$ cat config.mk
export PLATFORM = sky130hd
export DESIGN_NAME = cell_voltage_to_soc_curve
export DESIGN_NICKNAME = d
export VERILOG_FILES = /design/src/sv/cvsoc_pkg.sv /design/src/sv/cell_voltage_to_soc_curve.sv /design/src/sv/cvsoc_front.sv /design/src/sv/cvsoc_queue.sv /design/src/sv/cvsoc_back.sv
export VERILOG_INCLUDE_DIRS = /design/src /design/src/sv
export SDC_FILE = /design/constraint.sdc
export NUM_CORES = 2
export LEC_CHECK = 0
export BUFFER_PORTS_ARGS = -buffer_cell sky130_fd_sc_hd__buf_2
export CAP_MARGIN = 15
export CELL_PAD_IN_SITES_DETAIL_PLACEMENT = 0
export CELL_PAD_IN_SITES_GLOBAL_PLACEMENT = 1
export CORE_ASPECT_RATIO = 0.6
export CORE_UTILIZATION = 25
export DETAILED_ROUTE_END_ITERATION = 12
export GPL_TIMING_DRIVEN = 0
export HOLD_SLACK_MARGIN = 0.1
export PLACE_DENSITY = 0.52
export SLEW_MARGIN = 20
export SYNTH_ARGS = -nofsm -noshare
export SYNTH_HDL_FRONTEND = slang
export SYNTH_SLANG_ARGS = --single-unit
$ cat constraint.sdc
create_clock -name i_clk -period 9.7 [get_ports i_clk]
set_clock_uncertainty 0.1 [all_clocks]
set_input_delay 0.485 -clock i_clk [delete_from_list [all_inputs] [get_ports i_clk]]
set_output_delay 0.485 -clock i_clk [all_outputs]
set_load 0.03 [all_outputs]
$ cat src/sv/cell_voltage_to_soc_curve_defines.svh
// ---------------------------------------------------------------------------
// Assertion macros for the cell voltage to state-of-charge block
// Shared concurrent assertion forms, clocked and disabled in reset.
// ---------------------------------------------------------------------------
`ifndef CELL_VOLTAGE_TO_SOC_CURVE_DEFINES_SVH
`define CELL_VOLTAGE_TO_SOC_CURVE_DEFINES_SVH

// same-cycle implication
`define CVSOC_ASSERT_NOW(lbl, clk, rstn, ante, cons) \
    lbl: assert property (@(posedge clk) disable iff (!rstn) (ante) |-> (cons)) \
        else $error("cvsoc assertion failed");

// next-cycle implication
`define CVSOC_ASSERT_NEXT(lbl, clk, rstn, ante, cons) \
    lbl: assert property (@(posedge clk) disable iff (!rstn) (ante) |=> (cons)) \
        else $error("cvsoc assertion failed");

`endif

$ cat src/sv/cvsoc_pkg.sv
// ---------------------------------------------------------------------------
// Cell voltage to state-of-charge package
// Field types, band codes, thresholds and per-band curve coefficients.
// ---------------------------------------------------------------------------
`timescale 1ns / 1ps

package cvsoc_pkg;

    localparam int MV_W   = 13;
    localparam int SOC_W  = 10;
    localparam int BAND_W = 3;
    localparam int A_W    = 21;
    localparam int B_W    = 34;
    localparam int SUM_W  = 48;
    localparam int SQ_W   = 2 * MV_W;
    localparam int U_LSB  = 8;
    localparam int U_W    = 29;
    localparam int K_W    = 30;
    localparam int P_W    = U_W + K_W;
    localparam int RECIP_SHIFT = 48;

    typedef logic [MV_W-1:0]   t_mv;
    typedef logic [SOC_W-1:0]  t_soc;
    typedef logic [BAND_W-1:0] t_band;

    localparam t_band BAND_LOW       = 3'd0;
    localparam t_band BAND_1         = 3'd1;
    localparam t_band BAND_2         = 3'd2;
    localparam t_band BAND_3         = 3'd3;
    localparam t_band BAND_4         = 3'd4;
    localparam t_band BAND_5         = 3'd5;
    localparam t_band BAND_NEAR_FULL = 3'd6;
    localparam t_band BAND_FULL      = 3'd7;

    localparam t_mv MV_FULL      = 13'd4185;
    localparam t_mv MV_NEAR_FULL = 13'd4150;
    localparam t_mv MV_B5        = 13'd4000;
    localparam t_mv MV_B4        = 13'd3600;
    localparam t_mv MV_B3        = 13'd3400;
    localparam t_mv MV_B2        = 13'd3300;
    localparam t_mv MV_B1        = 13'd3200;

    localparam t_soc SOC_FULL      = 10'd1000;
    localparam t_soc SOC_NEAR_FULL = 10'd990;
    localparam t_soc SOC_EMPTY     = 10'd0;

    // rounding offset folded into c; thresholds on the offset sum
    localparam logic signed [SUM_W-1:0] T_POS = 48'sd50000000;
    localparam logic signed [SUM_W-1:0] T_SAT = 48'sd100100000000;
    localparam logic [K_W-1:0]          RECIP_K = 30'd720575941;

    typedef struct packed {
        t_mv   mv;
        t_band band;
    } t_item;

    typedef struct packed {
        logic signed [A_W-1:0]   a;
        logic signed [B_W-1:0]   b;
        logic signed [SUM_W-1:0] c;
    } t_coef;

    // a, 1000*b, 1e6*c + 5e7
    function automatic t_coef coef_of(input t_band band);
        t_coef r;
        case (band)
            BAND_1: begin
                r.a = 21'sd93908;
                r.b = -34'sd583390000;
                r.c = 48'sd906210000000;
            end
            BAND_2: begin
                r.a = 21'sd232640;
                r.b = -34'sd1479200000;
                r.c = 48'sd2351650000000;
            end
            BAND_3: begin
                r.a = 21'sd342830;
                r.b = -34'sd2213000000;
                r.c = 48'sd3572150000000;
            end
            BAND_4: begin
                r.a = -21'sd36370;
                r.b = 34'sd377330000;
                r.c = -48'sd839130000000;
            end
            BAND_5: begin
                r.a = -21'sd569090;
                r.b = 34'sd4715700000;
                r.c = -48'sd9669950000000;
            end
            default: begin
                r.a = '0;
                r.b = '0;
                r.c = '0;
            end
        endcase
        return r;
    endfunction

endpackage

$ cat src/sv/cell_voltage_to_soc_curve.sv
// ---------------------------------------------------------------------------
// Cell voltage to state-of-charge curve
// Converts a cell voltage in mV to state of charge in per-mille.
// ---------------------------------------------------------------------------
//  channel | direction | handshake          | payload
//  input   | in        | i_valid / o_stall  | i_cell_mv
//  output  | out       | o_valid / i_stall  | o_soc_permille, o_band
//
//  One transfer per cycle sustained while the output is not stalled;
//  path: front register, queue, five arithmetic stages, output register.
//  Rate is set by the single-stage front register and the back pipeline.
//  Reset clears valid flags, queue pointers and queue count only; no clearing pass.
//  A stalled output freezes the back pipeline; the queue and front
//  register absorb up to QUEUE_DEPTH + 1 items before o_stall rises.
// ---------------------------------------------------------------------------
`timescale 1ns / 1ps

module cell_voltage_to_soc_curve #(
    parameter int QUEUE_DEPTH = 4
) (
    input  logic                 i_clk,
    input  logic                 i_rst_n,
    input  logic                 i_valid,
    output logic                 o_stall,
    input  cvsoc_pkg::t_mv       i_cell_mv,
    output logic                 o_valid,
    input  logic                 i_stall,
    output cvsoc_pkg::t_soc      o_soc_permille,
    output cvsoc_pkg::t_band     o_band
);
    import cvsoc_pkg::*;

    logic  q_full, q_push, q_valid, q_pop;
    t_item f_item, q_item;

    cvsoc_front u_front (
        .i_clk     (i_clk),
        .i_rst_n   (i_rst_n),
        .i_valid   (i_valid),
        .o_stall   (o_stall),
        .i_cell_mv (i_cell_mv),
        .i_full    (q_full),
        .o_push    (q_push),
        .o_item    (f_item)
    );

    cvsoc_queue #(
        .DEPTH (QUEUE_DEPTH)
    ) u_queue (
        .i_clk   (i_clk),
        .i_rst_n (i_rst_n),
        .i_push  (q_push),
        .i_item  (f_item),
        .o_full  (q_full),
        .i_pop   (q_pop),
        .o_valid (q_valid),
        .o_item  (q_item)
    );

    cvsoc_back u_back (
        .i_clk          (i_clk),
        .i_rst_n        (i_rst_n),
        .i_q_valid      (q_valid),
        .i_q_item       (q_item),
        .o_pop          (q_pop),
        .o_valid        (o_valid),
        .i_stall        (i_stall),
        .o_soc_permille (o_soc_permille),
        .o_band         (o_band)
    );

endmodule

$ cat src/sv/cvsoc_front.sv
// ---------------------------------------------------------------------------
// Front end
// Accepts voltage samples, classifies the band and hands items to the queue.
// ---------------------------------------------------------------------------
`timescale 1ns / 1ps

module cvsoc_front (
    input  logic                 i_clk,
    input  logic                 i_rst_n,
    input  logic                 i_valid,
    output logic                 o_stall,
    input  cvsoc_pkg::t_mv       i_cell_mv,
    input  logic                 i_full,
    output logic                 o_push,
    output cvsoc_pkg::t_item     o_item
);
    import cvsoc_pkg::*;

    logic  r_valid, n_valid;
    t_item r_item;
    t_band n_band;
    logic  accept;

    assign o_stall = r_valid && i_full;
    assign o_push  = r_valid && !i_full;
    assign o_item  = r_item;
    assign accept  = i_valid && !o_stall;

    always_comb begin
        if (i_cell_mv >= MV_FULL) begin
            n_band = BAND_FULL;
        end else if (i_cell_mv >= MV_NEAR_FULL) begin
            n_band = BAND_NEAR_FULL;
        end else if (i_cell_mv < MV_B1) begin
            n_band = BAND_LOW;
        end else if (i_cell_mv >= MV_B5) begin
            n_band = BAND_5;
        end else if (i_cell_mv >= MV_B4) begin
            n_band = BAND_4;
        end else if (i_cell_mv >= MV_B3) begin
            n_band = BAND_3;
        end else if (i_cell_mv >= MV_B2) begin
            n_band = BAND_2;
        end else begin
            n_band = BAND_1;
        end
    end

    always_comb begin
        n_valid = r_valid;
        if (accept) begin
            n_valid = 1'b1;
        end else if (o_push) begin
            n_valid = 1'b0;
        end
    end

    always_ff @(posedge i_clk) begin
        if (!i_rst_n) begin
            r_valid <= 1'b0;
        end else begin
            r_valid <= n_valid;
        end
    end

    always_ff @(posedge i_clk) begin
        if (accept) begin
            r_item.mv   <= i_cell_mv;
            r_item.band <= n_band;
        end
    end

endmodule

$ cat src/sv/cvsoc_queue.sv
// ---------------------------------------------------------------------------
// Item queue
// Short first-in first-out buffer between front and back ends.
// ---------------------------------------------------------------------------
`timescale 1ns / 1ps

module cvsoc_queue #(
    parameter int DEPTH = 4
) (
    input  logic                 i_clk,
    input  logic                 i_rst_n,
    input  logic                 i_push,
    input  cvsoc_pkg::t_item     i_item,
    output logic                 o_full,
    input  logic                 i_pop,
    output logic                 o_valid,
    output cvsoc_pkg::t_item     o_item
);
    import cvsoc_pkg::*;
    `include "cell_voltage_to_soc_curve_defines.svh"

    localparam int PTR_W = (DEPTH > 1) ? $clog2(DEPTH) : 1;
    localparam int CNT_W = $clog2(DEPTH + 1);

    t_item             r_mem [DEPTH];
    logic [PTR_W-1:0]  r_wr, n_wr, r_rd, n_rd;
    logic [CNT_W-1:0]  r_count, n_count;
    logic              pop;

    assign o_full  = (r_count == CNT_W'(DEPTH));
    assign o_valid = (r_count != '0);
    assign o_item  = r_mem[r_rd];
    assign pop     = i_pop && o_valid;

    always_comb begin
        n_wr    = r_wr;
        n_rd    = r_rd;
        n_count = r_count;
        if (i_push) begin
            n_wr = (r_wr == PTR_W'(DEPTH - 1)) ? '0 : r_wr + 1'b1;
        end
        if (pop) begin
            n_rd = (r_rd == PTR_W'(DEPTH - 1)) ? '0 : r_rd + 1'b1;
        end
        if (i_push && !pop) begin
            n_count = r_count + 1'b1;
        end else if (pop && !i_push) begin
            n_count = r_count - 1'b1;
        end
    end

    always_ff @(posedge i_clk) begin
        if (!i_rst_n) begin
            r_wr    <= '0;
            r_rd    <= '0;
            r_count <= '0;
        end else begin
            r_wr    <= n_wr;
            r_rd    <= n_rd;
            r_count <= n_count;
        end
    end

    always_ff @(posedge i_clk) begin
        if (i_push) begin
            r_mem[r_wr] <= i_item;
        end
    end

    `CVSOC_ASSERT_NOW(a_count_bound, i_clk, i_rst_n, 1'b1, r_count <= CNT_W'(DEPTH))
    `CVSOC_ASSERT_NEXT(a_count_up, i_clk, i_rst_n, i_push && !pop, r_count == $past(r_count) + 1'b1)
    `CVSOC_ASSERT_NEXT(a_count_dn, i_clk, i_rst_n, pop && !i_push, r_count == $past(r_count) - 1'b1)

endmodule

$ cat src/sv/cvsoc_back.sv
// ---------------------------------------------------------------------------
// Back end
// Pipelined quadratic evaluation, rounding, saturation and output register.
// ---------------------------------------------------------------------------
`timescale 1ns / 1ps

module cvsoc_back (
    input  logic                 i_clk,
    input  logic                 i_rst_n,
    input  logic                 i_q_valid,
    input  cvsoc_pkg::t_item     i_q_item,
    output logic                 o_pop,
    output logic                 o_valid,
    input  logic                 i_stall,
    output cvsoc_pkg::t_soc      o_soc_permille,
    output cvsoc_pkg::t_band     o_band
);
    import cvsoc_pkg::*;
    `include "cell_voltage_to_soc_curve_defines.svh"

    logic en;
    t_coef coef;

    logic                    r1_vld, r2_vld, r3_vld, r4_vld, r5_vld, r_o_vld;
    t_band                   r1_band, r2_band, r3_band, r4_band, r5_band;
    logic [SQ_W-1:0]         r1_sq;
    logic signed [A_W-1:0]   r1_a;
    logic signed [SUM_W-1:0] r1_bm, r1_c, r2_am2, r2_bm, r2_c, r3_t;
    logic signed [SUM_W-1:0] n1_bm, n2_am2;
    logic                    r4_sat, r4_pos, r5_sat, r5_pos;
    logic [U_W-1:0]          r4_u;
    logic [P_W-1:0]          r5_p;
    t_soc                    n_soc;

    assign en    = !(r_o_vld && i_stall);
    assign o_pop = en;
    assign coef  = coef_of(i_q_item.band);

    assign n1_bm  = coef.b * $signed({1'b0, i_q_item.mv});
    assign n2_am2 = r1_a * $signed({1'b0, r1_sq});

    always_comb begin
        case (r5_band)
            BAND_FULL:      n_soc = SOC_FULL;
            BAND_NEAR_FULL: n_soc = SOC_NEAR_FULL;
            BAND_LOW:       n_soc = SOC_EMPTY;
            default: begin
                if (r5_sat) begin
                    n_soc = SOC_FULL;
                end else if (!r5_pos) begin
                    n_soc = SOC_EMPTY;
                end else begin
                    n_soc = r5_p[RECIP_SHIFT +: SOC_W];
                end
            end
        endcase
    end

    always_ff @(posedge i_clk) begin
        if (!i_rst_n) begin
            r1_vld  <= 1'b0;
            r2_vld  <= 1'b0;
            r3_vld  <= 1'b0;
            r4_vld  <= 1'b0;
            r5_vld  <= 1'b0;
            r_o_vld <= 1'b0;
        end else if (en) begin
            r1_vld  <= i_q_valid;
            r2_vld  <= r1_vld;
            r3_vld  <= r2_vld;
            r4_vld  <= r3_vld;
            r5_vld  <= r4_vld;
            r_o_vld <= r5_vld;
        end
    end

    always_ff @(posedge i_clk) begin
        if (en) begin
            r1_band <= i_q_item.band;
            r1_sq   <= i_q_item.mv * i_q_item.mv;
            r1_a    <= coef.a;
            r1_bm   <= n1_bm;
            r1_c    <= coef.c;

            r2_band <= r1_band;
            r2_am2  <= n2_am2;
            r2_bm   <= r1_bm;
            r2_c    <= r1_c;

            r3_band <= r2_band;
            r3_t    <= r2_am2 + r2_bm + r2_c;

            r4_band <= r3_band;
            r4_sat  <= (r3_t >= T_SAT);
            r4_pos  <= (r3_t > T_POS);
            r4_u    <= r3_t[U_LSB +: U_W];

            r5_band <= r4_band;
            r5_sat  <= r4_sat;
            r5_pos  <= r4_pos;
            r5_p    <= r4_u * RECIP_K;

            o_band         <= r5_band;
            o_soc_permille <= n_soc;
        end
    end

    assign o_valid = r_o_vld;

    `CVSOC_ASSERT_NOW(a_soc_range, i_clk, i_rst_n, r_o_vld, o_soc_permille <= SOC_FULL)
    `CVSOC_ASSERT_NOW(a_low_empty, i_clk, i_rst_n, r_o_vld && o_band == BAND_LOW, o_soc_permille == SOC_EMPTY)
    `CVSOC_ASSERT_NOW(a_top_fixed, i_clk, i_rst_n, r_o_vld && o_band == BAND_FULL, o_soc_permille == SOC_FULL)

endmodule

==> flow_summary.toml <==
[drt]
first_pass_iters = 6
drt_wl_total_um = 236000
drc = 0
dr.first_iter.drc_count = 3834
viasPerCell = 4.43
vias = 43200
drtAntennaViolNets = 0
wl_per_cell_um = 24.2

[synthesis]
synthAdderAreaFrac_pct = 53.6
synth_top_area_share_pct = 38.6
synth_area_leaders = "fa_1, edfxtp_1, ha_1, inv_1, nand2_1"
synthSimpleGateAreaFrac_pct = 8.12
async_reset_ff_share_pct = 0
synth_top_area_cell = "fa_1"
ys_seq_elements = 417
synth-edff-count = 401
synth.distinct_cells = 83
synth_top_flop_cell = "edfxtp_1"
avgSynthCellArea_sq_um = 10.5
synth_top_family_by_area = "adder cells"
syn_inst = 6151
synthesis.area_sq_um = 64700
synth_compound_area_share_pct = 5.92
synthMuxAreaShare_pct = 0.607
synth.net_count = 8192
synth-xor-area-share_pct = 2.35
yosysSeqAreaShare_pct = 19.1
yosysWarnings = 0

[worst_setup_path]
cp-start-kind = "register"
critPathArrivalTime_ps = 9730
cp_data_required_time_ps = 9960
reg2reg_depth = 27
crit_type = "register to register"
reg2reg_setup_slack_ps = 230
r2r-end = "u_back.r1_bm[41]$_DFFE_PN_"
cp-end-kind = "register"
cp_max_fo = 10

[global_routing]
grt_max_degree = 95
grt_pass1_wl_um = 340000
grt_antenna_before_repair = 25
grt_use_total_pct = 18.3
grt.overflow.total = 0
grt_pass1_vias = 45400

[sta]
holdWs_ps = 301
fin_crit_ps = 9470
setup_viol = 0
hold_viol = 0
layout_setup_ws_ps = 229
worst_slew_pin_slew_ps = 1180
max_freq_ghz = 0.106
period_share_pct = 97.6
report.final.slew_viol_count = 0
fin_setup_tns_ps = 0
max_slew_margin_pct = 21.6

[placement]
port_buffers = 31
place_congestion = 0.962
dp.final_hpwl_um = 202000
preCtsSetupSlack_ps = -1690

[floorplan]
fp.dieH_um = 396
row_count = 144
io_pins = 32
die_area_sq_um = 261000
core_sq_um = 257000
die_w_um = 659
initial_core_util_pct = 25.2

[cts]
cts_buffers = 45
clock_latency_ps = 640
cts.path.max_buffers = 3
cts_tree = "yes"
cts.sinks = 417
cts.htree.levels = 2
clkTransAtPathRegs_ps = 60
cts-root-buf = "clkbuf_16"

[final_layout]
fin_util_pct = 27.8
area_growth_syn_to_layout_pct = 10.6
final_layout_size_suffix_gt1_share_pct = 4.64
nNetsFinal = 8319

[min_path]
hold_depth = 0
hp-class = "register to register"
hold_end = "u_back.r2_bm[29]$_DFFE_PN_"
hold_path.startpoint = "u_back.r1_bm[29]$_DFFE_PN_"

[job]
drv_cap = 0

[run_status]
status = "finished clean"
## cell usage after synthesis (12+ instances only)
library cell / count
fa_1: 1247
inv_1: 1652
o21a_1: 30
or3_1: 12
o21ai_1: 12
xor2_1: 61
nand3_1: 48
o211ai_1: 12
and3_1: 18
nor2b_1: 31
nand2_1: 451
a211oi_1: 16
mux2i_1: 19
nand4_1: 21
ha_1: 777
a31oi_1: 13
dfxtp_1: 16
nor3_1: 26
a21o_1: 94
nor2_1: 249
o21ai_0: 98
xnor2_1: 113
clkbuf_1: 110
and2_1: 186
o21bai_1: 27
mux2_2: 14
edfxtp_1: 401
nand2b_1: 39
a21oi_1: 195
or2_2: 17
## worst max-delay path by stage
stage                                  to  cells past startpoint  slack, ps  startpoint
4_1_cts        u_back.r1_bm[47]$_DFFE_PN_                     28        0.4    register
3_3_place_gp   u_back.r1_bm[47]$_DFFE_PN_                     28      -2160    register
5_1_grt        u_back.r1_bm[41]$_DFFE_PN_                     31         -3    register
3_5_place_dp   u_back.r1_bm[47]$_DFFE_PN_                     28      -1690    register
6_report       u_back.r1_bm[41]$_DFFE_PN_                     27        230    register
2_1_floorplan  u_back.r1_bm[41]$_DFFE_PN_                     28       1820    register
## what timing repair did
| item | CTS | global route |
|---|---|---|
| setup buffers | 12 | 14 |
| hold buffers | 17 | 0 |
| endpoints found under the setup margin | 30 | 12 |
| gates resized for setup | 69 | 61 |
| endpoints found under the hold margin | 19 | 0 |
| pin swaps | 1 | 5 |
## kinds of logic (layout without fill, tap and decap cells)
logic type / after synthesis / in the layout
simple gates: 1128 / 1128
buf+inv: 1780 / 1940
fa+ha+maj: 2024 / 2024
compound gates: 593 / 593
flops: 417 / 417
mux: 35 / 35
other cells: 0 / 12
xor+xnor: 174 / 174
## final cells by class
class | count | area [sq um]
diodes | 12 | 30.0
plain buffers | 121 | 576
clock buffers | 53 | 1170
clock inverters | 27 | 231
fillers | 27100 | 186000
inverters | 1658 | 6260
multi-input cells | 3954 | 45900
flip-flops and latches | 417 | 12400
well taps | 3431 | 4290
repair buffers | 81 | 722
## cell usage in the layout (no fill, tap or decap), types with 18 or more instances in the layout
cell type	instances
nand2_1	438
and2_1	186
o21a_1	28
o21bai_1	27
inv_1	1645
clkbuf_1	82
edfxtp_1	401
xor2_1	61
clkbuf_2	20
fa_1	1246
nor3_1	24
a21o_1	94
nor2b_1	30
buf_2	39
clkbuf_16	45
and3_1	18
mux2i_1	19
o21ai_0	91
a21oi_1	191
nand2b_1	39
nand3_1	48
nand4_1	21
nor2_1	238
xnor2_1	110
buf_4	23
ha_1	777
## flip-flops by register name (all words and copies together) (netlist names), 10 cells and up, named ones only
signal and cells:
u_back.r2_bm 44, u_back.r2_am2 47, u_front.o_item 16, u_back.r1_bm 44
u_back.r5_p 10, u_back.r3_t 47, u_back.o_soc_permille 10, u_back.r4_u 29
u_queue.r_mem 64, u_back.r1_sq 25, u_back.r1_c 20, u_back.r2_c 20
## per-stage QoR
| step | cells | instance area (sq um) |
|---|---|---|
| floorplan | 6151 | 64700 |
| global placement | 9613 | 69200 |
| detailed placement | 9620 | 69400 |
| CTS | 9728 | 71300 |
| global route | 9746 | 71600 |
| finish | 9754 | 71600 |
## routing by layer
layer  track usage (%)  up-vias  part of all wire, %
met5                 0        -               0.0055
met4              1.30        2                 0.62
met3              7.71       89                   12
met2              21.4     1365                   33
met1              30.6    22400                   54
li1                  -    19300                    -
## worst max-delay path: stages, from the launching register on
cell	delay (ps)
dfxtp_1	400
mux4_2	550
buf_12	170
buf_4	150
nand2b_1	240
inv_1	350
clkbuf_2	590
nand2_1	270
fa_2	730
inv_1	120
fa_1	440
fa_1	470
fa_1	500
fa_1	540
inv_1	60
fa_1	560
inv_1	70
ha_1	320
and2_1	180
a221o_2	400
a21o_1	220
o21ai_2	300
o31ai_4	130
a41o_1	340
and2_1	260
a21oi_1	230
o21ai_0	130
xor2_1	380
Power is left out: the tool's default activity adds up to more than one toggle a clock period on the data nets, which glitch-free logic cannot reach.
